<file path="src/rtl/nrmc_pkg.sv">
`default_nettype none

package nrmc_pkg;

	// sentence framing
	localparam int BODY_MAX    = 80;
	localparam int HDR_LEN     = 7;
	localparam int FIELD_SLOTS = 12;

	// number scaling and saturation
	localparam int FRAC_DIGITS = 4;
	localparam int MAG_CAP     = 999999999;
	localparam int MAG_W       = $clog2(MAG_CAP + 1);
	localparam int POS_W       = 31;
	localparam int FRAC_W      = (FRAC_DIGITS > 0) ? $clog2(FRAC_DIGITS + 1) : 1;

	// counter widths
	localparam int BODY_W = $clog2(BODY_MAX);
	localparam int FIDX_W = 4;
	localparam int FLEN_W = 5;
	localparam int FLEN_MAX = 31;

	// field numbers of interest
	localparam logic [FIDX_W-1:0] FIELD_STATUS = 4'd1;
	localparam logic [FIDX_W-1:0] FIELD_LAT    = 4'd2;
	localparam logic [FIDX_W-1:0] FIELD_NS     = 4'd3;
	localparam logic [FIDX_W-1:0] FIELD_LON    = 4'd4;
	localparam logic [FIDX_W-1:0] FIELD_EW     = 4'd5;
	localparam logic [FIDX_W-1:0] FIELD_DEAD   = 4'd15;

	// characters
	localparam logic [7:0] CH_DOLLAR = "$";
	localparam logic [7:0] CH_G      = "G";
	localparam logic [7:0] CH_P      = "P";
	localparam logic [7:0] CH_R      = "R";
	localparam logic [7:0] CH_M      = "M";
	localparam logic [7:0] CH_C      = "C";
	localparam logic [7:0] CH_COMMA  = ",";
	localparam logic [7:0] CH_STAR   = "*";
	localparam logic [7:0] CH_A      = "A";
	localparam logic [7:0] CH_N      = "N";
	localparam logic [7:0] CH_E      = "E";
	localparam logic [7:0] CH_PLUS   = "+";
	localparam logic [7:0] CH_MINUS  = "-";
	localparam logic [7:0] CH_DOT    = ".";
	localparam logic [7:0] CH_0      = "0";
	localparam logic [7:0] CH_9      = "9";
	localparam logic [7:0] CH_SPACE  = " ";
	localparam logic [7:0] CH_TAB    = 8'h09;
	localparam logic [7:0] CH_CR     = 8'h0D;
	localparam logic [7:0] CH_NUL    = 8'h00;

	// power of ten at elaboration
	function automatic longint pow10_f(input int n);
		longint p;
		p = 1;
		for (int i = 0; i < n; i++) begin
			p = p * 10;
		end
		return p;
	endfunction

	localparam longint POW_MAX = pow10_f(FRAC_DIGITS);
	localparam int     POW_W   = $clog2(POW_MAX + 1);
	localparam int     PROD_W  = MAG_W + POW_W;

	// one coordinate as parsed: digits, fraction digits taken, minus sign
	typedef struct packed {
		logic [MAG_W-1:0]  accum;
		logic [FRAC_W-1:0] frac;
		logic              neg;
	} coord_raw_t;

	// everything the result path needs at the end of a sentence
	typedef struct packed {
		logic       status;
		coord_raw_t lat;
		coord_raw_t lon;
		logic       north;
		logic       east;
	} rmc_req_t;

endpackage

`default_nettype wire

</file>
<file path="src/rtl/nmea_rmc_position_parser.sv">
`default_nettype none

// Byte-stream parser for "$GPRMC," sentences. One byte is taken per clock; in_ready
// only drops when a finished word is stuck behind a stalled output and another
// sentence end is already waiting. The header is matched byte by byte, a mismatch
// restarts the hunt with the next byte. Body fields are split at commas with empty
// fields skipped; '*' closes the sentence and gives one output word, which passes
// through the end register, the scale stage with its multiplier and the output
// register. When the status field is exactly "A" the stored latitude and
// longitude are replaced from fields 2 to 5, scaled by 10^FRAC_DIGITS, truncated and
// saturated at 999999999; otherwise the previous position is repeated.
module nmea_rmc_position_parser (
	input  wire logic          clk,
	input  wire logic          arst_n,
	input  wire logic          in_valid,
	output logic               in_ready,
	input  wire logic [7:0]    rx_byte,
	output logic               out_valid,
	input  wire logic          out_ready,
	output logic               fix_valid,
	output logic signed [30:0] latitude,
	output logic signed [30:0] longitude
);
	import nrmc_pkg::*;

	// expected header character at each position
	function automatic logic [7:0] hdr_char_f(input logic [2:0] pos);
		logic [7:0] c;
		case (pos)
			3'd0:    c = CH_DOLLAR;
			3'd1:    c = CH_G;
			3'd2:    c = CH_P;
			3'd3:    c = CH_R;
			3'd4:    c = CH_M;
			3'd5:    c = CH_C;
			3'd6:    c = CH_COMMA;
			default: c = CH_STAR;
		endcase
		return c;
	endfunction

	// one more integer or fraction digit, saturating
	function automatic logic [MAG_W-1:0] acc_digit_f(input logic [MAG_W-1:0] acc,
			input logic [3:0] d);
		logic [MAG_W+3:0] t;
		t = (MAG_W + 4)'(acc) * (MAG_W + 4)'(10) + (MAG_W + 4)'(d);
		return (t > (MAG_W + 4)'(MAG_CAP)) ? MAG_W'(MAG_CAP) : t[MAG_W-1:0];
	endfunction

	// parser state
	logic [2:0]        header_pos_q, header_pos_d;
	logic              in_body_q, in_body_d;
	logic [BODY_W-1:0] body_count_q, body_count_d;
	logic [FIDX_W-1:0] field_index_q, field_index_d;
	logic [FLEN_W-1:0] field_length_q, field_length_d;
	logic              status_is_a_q, status_is_a_d;
	logic              north_flag_q, north_flag_d;
	logic              east_flag_q, east_flag_d;
	logic [MAG_W-1:0]  accum_q, accum_d;
	logic [FRAC_W-1:0] frac_q, frac_d;
	logic              dot_seen_q, dot_seen_d;
	logic              stopped_q, stopped_d;
	logic              started_q, started_d;
	logic              negative_q, negative_d;
	coord_raw_t        lat_q, lat_d;
	coord_raw_t        lon_q, lon_d;

	// sentence end register
	logic              r1_v_s1;
	rmc_req_t          req_s1, req_d;
	logic              req_load;
	logic              req_ready;

	// number step working values
	logic [MAG_W-1:0]  e_accum;
	logic [FRAC_W-1:0] e_frac;
	logic              e_dot, e_stopped, e_started, e_negative;
	logic [MAG_W-1:0]  n_accum;
	logic [FRAC_W-1:0] n_frac;
	logic              n_dot, n_stopped, n_started, n_negative;
	logic              is_digit, is_space, first_char, accept;
	coord_raw_t        cur_num;

	assign accept     = in_valid && in_ready;
	assign in_ready   = !r1_v_s1 || req_ready;
	assign first_char = (field_length_q == '0);
	assign is_digit   = (rx_byte >= CH_0) && (rx_byte <= CH_9);
	assign is_space   = (rx_byte == CH_SPACE) || ((rx_byte >= CH_TAB) && (rx_byte <= CH_CR));
	assign cur_num    = '{accum: accum_q, frac: frac_q, neg: negative_q};

	// number reader: state as seen by this character, then one step
	always_comb begin
		e_accum    = first_char ? '0 : accum_q;
		e_frac     = first_char ? '0 : frac_q;
		e_dot      = first_char ? 1'b0 : dot_seen_q;
		e_stopped  = first_char ? 1'b0 : stopped_q;
		e_started  = first_char ? 1'b0 : started_q;
		e_negative = first_char ? 1'b0 : negative_q;
		n_accum    = e_accum;
		n_frac     = e_frac;
		n_dot      = e_dot;
		n_stopped  = e_stopped;
		n_started  = e_started;
		n_negative = e_negative;
		if (e_stopped) begin
			n_stopped = 1'b1;
		end else if (!e_started && is_space) begin
			n_started = 1'b0;
		end else if (!e_started && ((rx_byte == CH_PLUS) || (rx_byte == CH_MINUS))) begin
			n_started  = 1'b1;
			n_negative = (rx_byte == CH_MINUS);
		end else if (is_digit) begin
			n_started = 1'b1;
			if (!e_dot) begin
				n_accum = acc_digit_f(e_accum, 4'(rx_byte - CH_0));
			end else if (e_frac < FRAC_W'(FRAC_DIGITS)) begin
				n_accum = acc_digit_f(e_accum, 4'(rx_byte - CH_0));
				n_frac  = e_frac + FRAC_W'(1);
			end
		end else if ((rx_byte == CH_DOT) && !e_dot) begin
			n_started = 1'b1;
			n_dot     = 1'b1;
		end else begin
			n_stopped = 1'b1;
		end
	end

	// header hunt and body fields
	always_comb begin
		header_pos_d   = header_pos_q;
		in_body_d      = in_body_q;
		body_count_d   = body_count_q;
		field_index_d  = field_index_q;
		field_length_d = field_length_q;
		status_is_a_d  = status_is_a_q;
		north_flag_d   = north_flag_q;
		east_flag_d    = east_flag_q;
		accum_d        = accum_q;
		frac_d         = frac_q;
		dot_seen_d     = dot_seen_q;
		stopped_d      = stopped_q;
		started_d      = started_q;
		negative_d     = negative_q;
		lat_d          = lat_q;
		lon_d          = lon_q;
		req_load       = 1'b0;
		req_d          = req_s1;

		if (accept) begin
			if (!in_body_q) begin
				if (rx_byte == hdr_char_f(header_pos_q)) begin
					if (header_pos_q == 3'(HDR_LEN - 1)) begin
						header_pos_d   = '0;
						in_body_d      = 1'b1;
						body_count_d   = '0;
						field_index_d  = '0;
						field_length_d = '0;
					end else begin
						header_pos_d = header_pos_q + 3'd1;
					end
				end else begin
					header_pos_d = '0;
				end
			end else if (rx_byte == CH_STAR) begin
				// sentence end: '*' is the last character of the open field
				in_body_d    = 1'b0;
				header_pos_d = '0;
				if (field_index_q < FIDX_W'(FIELD_SLOTS)) begin
					case (field_index_q)
						FIELD_STATUS: status_is_a_d = 1'b0;
						FIELD_NS:     north_flag_d  = 1'b0;
						FIELD_EW:     east_flag_d   = 1'b0;
						FIELD_LAT:    lat_d = first_char ? '0 : cur_num;
						FIELD_LON:    lon_d = first_char ? '0 : cur_num;
						default:      ;
					endcase
				end
				req_load = 1'b1;
				req_d    = '{status: status_is_a_d, lat: lat_d, lon: lon_d,
					north: north_flag_d, east: east_flag_d};
			end else if (body_count_q < BODY_W'(BODY_MAX - 1)) begin
				body_count_d = body_count_q + BODY_W'(1);
				if (field_index_q < FIDX_W'(FIELD_SLOTS)) begin
					if ((rx_byte == CH_NUL) || (rx_byte == CH_COMMA)) begin
						// close a non-empty field
						if (!first_char) begin
							if (field_index_q == FIELD_LAT) begin
								lat_d = cur_num;
							end
							if (field_index_q == FIELD_LON) begin
								lon_d = cur_num;
							end
						end
						if (rx_byte == CH_NUL) begin
							field_index_d  = FIELD_DEAD;
							field_length_d = '0;
						end else if (!first_char) begin
							field_index_d  = field_index_q + FIDX_W'(1);
							field_length_d = '0;
						end
					end else begin
						// field character
						if (field_length_q != FLEN_W'(FLEN_MAX)) begin
							field_length_d = field_length_q + FLEN_W'(1);
						end
						case (field_index_q)
							FIELD_STATUS: status_is_a_d = first_char && (rx_byte == CH_A);
							FIELD_NS:     north_flag_d  = first_char && (rx_byte == CH_N);
							FIELD_EW:     east_flag_d   = first_char && (rx_byte == CH_E);
							FIELD_LAT, FIELD_LON: begin
								accum_d    = n_accum;
								frac_d     = n_frac;
								dot_seen_d = n_dot;
								stopped_d  = n_stopped;
								started_d  = n_started;
								negative_d = n_negative;
							end
							default: ;
						endcase
					end
				end
			end
		end
	end

	// parser registers
	always_ff @(posedge clk or negedge arst_n) begin
		if (!arst_n) begin
			header_pos_q   <= '0;
			in_body_q      <= 1'b0;
			body_count_q   <= '0;
			field_index_q  <= '0;
			field_length_q <= '0;
			status_is_a_q  <= 1'b0;
			north_flag_q   <= 1'b0;
			east_flag_q    <= 1'b0;
			accum_q        <= '0;
			frac_q         <= '0;
			dot_seen_q     <= 1'b0;
			stopped_q      <= 1'b0;
			started_q      <= 1'b0;
			negative_q     <= 1'b0;
			lat_q          <= '0;
			lon_q          <= '0;
			r1_v_s1        <= 1'b0;
		end else begin
			header_pos_q   <= header_pos_d;
			in_body_q      <= in_body_d;
			body_count_q   <= body_count_d;
			field_index_q  <= field_index_d;
			field_length_q <= field_length_d;
			status_is_a_q  <= status_is_a_d;
			north_flag_q   <= north_flag_d;
			east_flag_q    <= east_flag_d;
			accum_q        <= accum_d;
			frac_q         <= frac_d;
			dot_seen_q     <= dot_seen_d;
			stopped_q      <= stopped_d;
			started_q      <= started_d;
			negative_q     <= negative_d;
			lat_q          <= lat_d;
			lon_q          <= lon_d;
			r1_v_s1        <= req_load || (r1_v_s1 && !req_ready);
		end
	end

	// sentence end payload
	always_ff @(posedge clk) begin
		if (req_load) begin
			req_s1 <= req_d;
		end
	end

	// scaling, sign and output word
	nrmc_result u_result (
		.clk       (clk),
		.arst_n    (arst_n),
		.req       (req_s1),
		.req_valid (r1_v_s1),
		.req_ready (req_ready),
		.out_valid (out_valid),
		.out_ready (out_ready),
		.fix_valid (fix_valid),
		.latitude  (latitude),
		.longitude (longitude)
	);

	// checks
	a_hdr_clear_in_body: assert property (@(posedge clk) disable iff (!arst_n)
		in_body_q |-> (header_pos_q == '0))
		else $error("header position left non-zero inside a body");

	a_body_bound: assert property (@(posedge clk) disable iff (!arst_n)
		body_count_q <= BODY_W'(BODY_MAX - 1))
		else $error("body counter past its limit");

	a_field_index: assert property (@(posedge clk) disable iff (!arst_n)
		(field_index_q <= FIDX_W'(FIELD_SLOTS)) || (field_index_q == FIELD_DEAD))
		else $error("field index out of range");

	a_star_result: assert property (@(posedge clk) disable iff (!arst_n)
		(accept && in_body_q && (rx_byte == CH_STAR)) |=> r1_v_s1)
		else $error("sentence end did not raise a result request");

endmodule

`default_nettype wire

</file>
<file path="src/rtl/nrmc_result.sv">
`default_nettype none

module nrmc_result (
	input  wire logic              clk,
	input  wire logic              arst_n,
	input  wire nrmc_pkg::rmc_req_t req,
	input  wire logic              req_valid,
	output logic                   req_ready,
	output logic                   out_valid,
	input  wire logic              out_ready,
	output logic                   fix_valid,
	output logic signed [30:0]     latitude,
	output logic signed [30:0]     longitude
);
	import nrmc_pkg::*;

	// multiplier for the fraction digits still missing
	function automatic logic [POW_W-1:0] scale_f(input logic [FRAC_W-1:0] frac);
		longint p;
		p = 1;
		for (int i = 0; i < FRAC_DIGITS; i++) begin
			if (FRAC_W'(i) >= frac) begin
				p = p * 10;
			end
		end
		return POW_W'(p);
	endfunction

	// saturating scale of one coordinate
	function automatic logic [MAG_W-1:0] mag_f(input coord_raw_t c);
		logic [PROD_W-1:0] prod;
		prod = PROD_W'(c.accum) * PROD_W'(scale_f(c.frac));
		return (prod > PROD_W'(MAG_CAP)) ? MAG_W'(MAG_CAP) : prod[MAG_W-1:0];
	endfunction

	// two's complement pattern of a signed magnitude
	function automatic logic [POS_W-1:0] pattern_f(input logic [MAG_W-1:0] mag,
			input logic neg);
		logic [POS_W-1:0] m;
		m = POS_W'(mag);
		return neg ? (POS_W'(0) - m) : m;
	endfunction

	logic             s2_v_s2;
	logic             status_s2;
	logic [MAG_W-1:0] lat_mag_s2;
	logic [MAG_W-1:0] lon_mag_s2;
	logic             lat_neg_s2;
	logic             lon_neg_s2;
	logic             out_v_q;
	logic             fix_valid_q;
	logic [POS_W-1:0] stored_lat_q;
	logic [POS_W-1:0] stored_lon_q;
	logic             s2_adv;
	logic             req_take;

	// stage handshake
	assign s2_adv    = !out_v_q || out_ready;
	assign req_ready = !s2_v_s2 || s2_adv;
	assign req_take  = req_valid && req_ready;

	// scale stage: control
	always_ff @(posedge clk or negedge arst_n) begin
		if (!arst_n) begin
			s2_v_s2 <= 1'b0;
		end else begin
			s2_v_s2 <= req_take || (s2_v_s2 && !s2_adv);
		end
	end

	// scale stage: magnitudes and hemisphere signs
	always_ff @(posedge clk) begin
		if (req_take) begin
			status_s2  <= req.status;
			lat_mag_s2 <= mag_f(req.lat);
			lon_mag_s2 <= mag_f(req.lon);
			lat_neg_s2 <= req.lat.neg ^ !req.north;
			lon_neg_s2 <= req.lon.neg ^ !req.east;
		end
	end

	// output word and stored position
	always_ff @(posedge clk or negedge arst_n) begin
		if (!arst_n) begin
			out_v_q      <= 1'b0;
			fix_valid_q  <= 1'b0;
			stored_lat_q <= '0;
			stored_lon_q <= '0;
		end else begin
			out_v_q <= (s2_v_s2 && s2_adv) || (out_v_q && !out_ready);
			if (s2_v_s2 && s2_adv) begin
				fix_valid_q <= status_s2;
				if (status_s2) begin
					stored_lat_q <= pattern_f(lat_mag_s2, lat_neg_s2);
					stored_lon_q <= pattern_f(lon_mag_s2, lon_neg_s2);
				end
			end
		end
	end

	assign out_valid = out_v_q;
	assign fix_valid = fix_valid_q;
	assign latitude  = stored_lat_q;
	assign longitude = stored_lon_q;

endmodule

`default_nettype wire

</file>
<file path="config.mk">
export PLATFORM = sky130hd
export DESIGN_NAME = nmea_rmc_position_parser
export DESIGN_NICKNAME = d
export VERILOG_FILES = /design/src/rtl/nrmc_pkg.sv /design/src/rtl/nmea_rmc_position_parser.sv /design/src/rtl/nrmc_result.sv
export SDC_FILE = /design/constraint.sdc
export NUM_CORES = 2
export LEC_CHECK = 0
export ABC_AREA = 1
export BUFFER_PORTS_ARGS = -buffer_cell sky130_fd_sc_hd__buf_2
export CAP_MARGIN = 20
export CORE_MARGIN = 2
export CORE_UTILIZATION = 58
export CTS_BUF_LIST = sky130_fd_sc_hd__clkbuf_16
export CTS_CLUSTER_DIAMETER = 200
export DETAILED_ROUTE_END_ITERATION = 10
export GPL_TIMING_DRIVEN = 0
export PLACE_DENSITY = 0.83
export SKIP_CTS_REPAIR_TIMING = 1
export SLEW_MARGIN = 25
export SYNTH_ARGS = -nofsm -noshare
export SYNTH_HDL_FRONTEND = slang
export SYNTH_HIERARCHICAL = 1
export SYNTH_SLANG_ARGS = --single-unit
</file>
<file path="constraint.sdc">
create_clock -name clk -period 12.9 [get_ports clk]
set_input_delay 1.935 -clock clk [delete_from_list [all_inputs] [get_ports clk]]
set_output_delay 1.935 -clock clk [all_outputs]
set_load 0.03 [all_outputs]
</file>
[Word-level counts from Yosys, hierarchy flattened]
Cells that the tools add are included.
W data, S select, Z words.
Cells by class
  add/subtract/negate cells: 9
  multiply operators: 9
  order comparisons: 18
  equality and inequality tests: 32
  multiplexer cells: 131
  bitwise logic cells: 4
  reduce and logical (&&, ||, !) cells: 59
Operator list (count)
  $mux W64: 10
  $mux W34: 17
  $mul A64 B4 Y63 const B: 4
  $mux W30: 8
  $mul A64 B4 Y13 const B: 2
  $gt A44 B30 Y1 const B: 2
  $mul A30 B14 Y44: 2
  $mux W31: 2
  $sub A1 B30 Y31 const A: 2
  $mux W14: 4
  $mux W1: 50
  $mux W5: 10
  $pmux W7 S7: 1
  $eq A8 B6 Y1 const B: 6
  $mux W4: 11
  $mux W7: 5
  $add A34 B4 Y34: 1
  $gt A34 B30 Y1 const B: 1
  $mul A30 B3 Y33 const B: 1
  $mux W3: 11
  $eq A8 B7 Y1 const B: 3
  $reduce_and A7 Y1: 3
  $reduce_bool A2 Y1: 10
  $reduce_and A6 Y1: 3
  other kinds (41): 93
Word-level totals
  register bits after elaboration: 328
  bits of input ports: 12
  output and inout bits: 65
  word-level logic and storage cells: 302

[Longest topological paths before layout]
  depth in word-level cells: 16
  mapped depth: 58
  mapped depth without buffers: 57

[Cells and area by module]
Netlist, hierarchy kept.
By module, submodules not included
  nrmc_result: instances 1, cells an instance 4659, area an instance 35195.0 um^2, seq. area each 3518.4 um^2
  nmea_rmc_position_parser: instances 1, cells an instance 2052, area an instance 13917.1 um^2, seq. area each 5360.1 um^2

[Worst setup path before layout]
No wires, ideal clock.
  kind: register -> register
  start: register req_s1[5] (netlist name)
  end: register u_result.lon_mag_s2[5] (data pin)
  data arrival time: 8731 ps
  required time: 12639 ps
  slack: 3908 ps
  cell stages (with the launch flop): 52
  path buffers: 3
  path through: edfxtp_1 -> clkbuf_1 -> nor2_1 -> inv_1 -> nor2_1 -> ha_1 -> or2_1 -> o21ai_0 -> inv_1 -> ha_1 -> ha_1 -> inv_1 -> fa_1 -> nor2_1 -> o21ai_0 -> nand2_1 -> inv_1 -> nor2_1 -> [... 16 more ...] -> fa_1 -> inv_1 -> ha_1 -> nand2_1 -> nor2_1 -> inv_1 -> nor3_2 -> nand2_1 -> nand3_2 -> nand2_1 -> nand2_1 -> xor2_1 -> nand3_1 -> nor2_2 -> nand2_2 -> nor2_8 -> buf_6 -> nand3b_1
On the way
  longest elaborated chain between the ends: 14
  elaborated cells on any way between the ends: 17
  those cells by class: 4 x mul; 5 x order compare; 8 x mux
Ends and longest elaborated chain
  start: declaration: line nmea_rmc_position_parser.sv:70  | rmc_req_t req_s1, req_d;
  start signal: assignment: line nmea_rmc_position_parser.sv:270  | req_s1 <= req_d;
  $ge A1 B3 Y1: line nrmc_result.sv:22  | if (FRAC_W'(i) >= frac) begin
  $mux W4: line nrmc_result.sv:22
  $mux W64: line nrmc_result.sv:73  | if (req_take) begin
  $mul A64 B4 Y63: line nrmc_result.sv:23  | p = p * 10;
  $mux W64: line nrmc_result.sv:22
  $mux W64: line nrmc_result.sv:73
  $mul A64 B4 Y63: line nrmc_result.sv:23
  $mux W64: line nrmc_result.sv:22
  $mux W64: line nrmc_result.sv:73
  $mul A64 B4 Y13: line nrmc_result.sv:23
  $mux W14 (*): line nrmc_result.sv:22
  $mux W14 (*): line nrmc_result.sv:73
  $mul A30 B14 Y44 (*): line nrmc_result.sv:32  | prod = PROD_W'(c.accum) * PROD_W'(scale_f(c.frac));
  $gt A44 B30 Y1: line nrmc_result.sv:33  | return (prod > PROD_W'(MAG_CAP)) ? MAG_W'(MAG_CAP) : prod[MAG_W-1:0];
  end signal: assignment: line nrmc_result.sv:76  | lon_mag_s2 <= mag_f(req.lon);
  end: declaration: line nrmc_result.sv:47  | logic [MAG_W-1:0] lon_mag_s2;
Mark *: on every way between the ends. The rest lies on a longest branch, timed or not. The select of a mux whose other input is x is not followed.
A chain may end at the register's enable or synchronous reset.

[Final worst setup path]
  start: register req_s1[5] (netlist name)
  end: register u_result.lon_mag_s2[27] (data pin)
The elaborated chain is that of the path after synthesis.

==> results.toml <==
[outcome]
outcome = "finished clean"

[synthesis]
syn_inst = 6711
synth_fp_nets = 7717
ys_ff_latch = 328
yosys.area.top_type_share = 0.274
synth_top_flop_cell = "dfrtp_1"
yosysWarnings = 6
synth_enable_flop_cells = 134
async_reset_ff_frac = 0.591
synth.distinct_cells = 53
syn_avg_cell_area_sq_um = 7.32
yosysTopAreaCell = "fa_1"
ys_top_cells_by_count = "nand2_1, inv_1, nor2_1"
syn_area_sq_um = 49100
synthTopCellsByArea = "fa_1, nand2_1, inv_1"
post-synth-top-count-cell = "nand2_1"
ys_seq_area_frac = 0.181

[setup_path]
crit_path_start_kind = "register"
r2r_start = "req_s1[5]"
critical-path-max-stage-delay_ps = 610
worstPathMaxFanout = 10
required_ps = 13150
reg2reg_to = "u_result/lon_mag_s2[27]"
reg2reg_depth = 49
critPathArrivalTime_ps = 11280
critPathSlowestCell = "fa_1"
cp-end-kind = "register"
worstSetupPathType = "reg2reg"
ff2ff_setup_slack_ps = 1880
worst_path_most_repeated_cell = "nand2_1"

[placed_design]
port_buffers = 75
post-place-ws_ps = 2150
hpwlAfterDp_um = 119000
globalplace.congestion = 1.01
dp.cells = 7924

[global_route]
grtUsageTotal = 0.333
grt_pass1_wl_um = 228000
first_global_vias = 44281
grt_overflow = 0
antenna_found_initial = 1
grt_start_max_net_pins = 88

[clocking]
ctsRootBufferMaster = "clkbuf_16"
cts_made_buffers = 35
path_clk_slew_ps = 60
clk-insertion-delay-late_ps = 570
clk_path_buf_depth = 3
tritoncts = "built"
clock_sinks = 328
htree_levels = 2

[floorplanning]
row_count = 106
die_y_um = 295
io_pins = 77
die_w_um = 295
core-area_sq_um = 83700
initial_core_util = 0.587
die_area_sq_um = 87000

[final_layout]
fillers = 7305
drive_gt1_frac = 0.0378
syn2layout_area_growth_pct = 6.23
final_core_util = 0.623
stdcell_count = 7988
final_nets = 7833

[sta]
fmax_ghz = 0.0907
skew_ps = 32.3
setup_tns_ps = 0
period_needed_ps = 11020
setup_viol = 0
post-route-period-util = 0.854
final-hold-violation-count = 0
tightest_slew_ps = 988
setup_slack_ps = 1880
maxSlewHeadroom = 0.341
hold_slack_ps = 476
final-max-slew-violation-count = 0
rsz0062_at_grt = "false"

[worst_hold_path]
min_from = "u_result/latitude[8]"
min_path_cells = 2
hold_class = "reg2reg"
worstHoldEndpoint = "u_result/latitude[8]"

[power]
p_clk_frac = 0.460
power.share.switching = 0.232
seq_power_share = 0.506
netSwitchingPower_uw = 504
p_per_area_nw_per_um2 = 41.6
power.internal_uw = 1670
power_frac_comb = 0.034
ir_drop_mv = 0.0763
leakagePower_uw = 0.0286

[drt]
avgRoutedWirePerCell_um = 17.8
vias_per_cell = 5.56
drt_wl_total_um = 142000
vias = 44379
drt-pass1-iter-count = 7
ant_nets = 0
drc = 0
drt_iter0_drc = 3914

[run]
maxCapViolations = 0
==> placed cells by master (no fill, tap or decap), types with 11 or more instances in the layout <==
master     count
buf_1         35
inv_1       1349
fa_1         671
inv_2         13
nor2_1       859
nor4_1        13
nand2_2       22
o21ai_1       20
ha_1         323
clkbuf_1     132
a21oi_1      170
nand3_1      245
dfrtp_1      194
buf_2         79
nor2_2        23
nand3_2       20
xnor2_1       44
clkinv_1      14
or2_2         11
a31oi_1       74
xor2_1        61
nand4_1       72
o21ai_0      219
edfxtp_1     134
nand3b_1      20
nand2_1     1855
nor3_1        39
clkbuf_16     36
==> cell families after synthesis <==
kind of cell / share of synthesized area
xor+xnor: 0.0187
simple gates: 0.266
mux: 0.000229
fa+ha+maj: 0.356
flops: 0.181
buf+inv: 0.120
compound gates: 0.0584
==> per-layer routing <==
metal / share of wire / vias to the layer above / wire length, um / track usage
met3: 0.11 / 446 / 16100 / 0.0846
met5: 0 / - / 0 / 0
met4: 0.053 / 0 / 7540 / 0.151
met2: 0.45 / 2446 / 64300 / 0.538
met1: 0.38 / 20905 / 54400 / 0.423
li1: - / 20582 / - / -
==> flip-flops by register name, summed over array words and instances, names as in the netlist, 3 cells and up <==
register             count
lat_q                   34
body_count_q             7
header_pos_q             3
u_result/lon_mag_s2     30
field_length_q           5
u_result/latitude       31
req_s1                  71
field_index_q            4
accum_q                 30
u_result/longitude      31
u_result/lat_mag_s2     30
frac_q                   3
lon_q                   34
==> worst max-delay path: cells and delay by family, from the launching register on <==
kind | cells | cell delay [ps]
adders and majority gates | 10 | 4490
DFF | 1 | 350
xor gates and xnor gates | 1 | 230
AOI/OAI and AO/OA | 3 | 820
and+or+nand+nor | 25 | 3260
buffers and inverters | 10 | 1540
==> power groups by stage <==
stage          sequential [uW]  clock (uW)  combinational, uW
6_report                  1100        1000               74.0
5_1_grt                   1100        1050               84.2
4_1_cts                   1100        1010               74.2
3_5_place_dp              1120           0               74.0
3_3_place_gp              1120           0               69.0
2_1_floorplan             1130           0               31.9
==> worst max path at each step <==
stage	from	endpoint	slack [ps]	cells past startpoint
after floorplan	req_s1[5]	u_result/lon_mag_s2[5]	3910	51
after global placement	req_s1[39]	u_result/lat_mag_s2[29]	2330	49
after detailed placement	req_s1[5]	u_result/lon_mag_s2[28]	2150	49
after CTS	req_s1[5]	u_result/lon_mag_s2[28]	2060	49
after global routing	req_s1[5]	u_result/lon_mag_s2[28]	1200	49
final	req_s1[5]	u_result/lon_mag_s2[27]	1880	49
==> per-stage QoR <==
step | instance area [sq um] | total power (uW)
final | 52200 | 2170
after global routing | 52200 | 2240
after CTS | 52200 | 2180
after detailed placement | 51000 | 1190
after global placement | 50900 | 1190
after floorplan | 49100 | 1160
==> cell type report <==
type,instances,area (sq um),area share
diodes,1,2.50,0.0000480
plain buffers,181,742,0.0142
clock buffers,36,901,0.0173
clock inverters,27,226,0.00434
inverters,1368,5140,0.0985
multi-input cells,4834,34400,0.659
flip-flops and latches,328,8880,0.170
well taps,1134,1420,0.0272
repair buffers,79,488,0.00935
(Power assumes the default switching activity.)
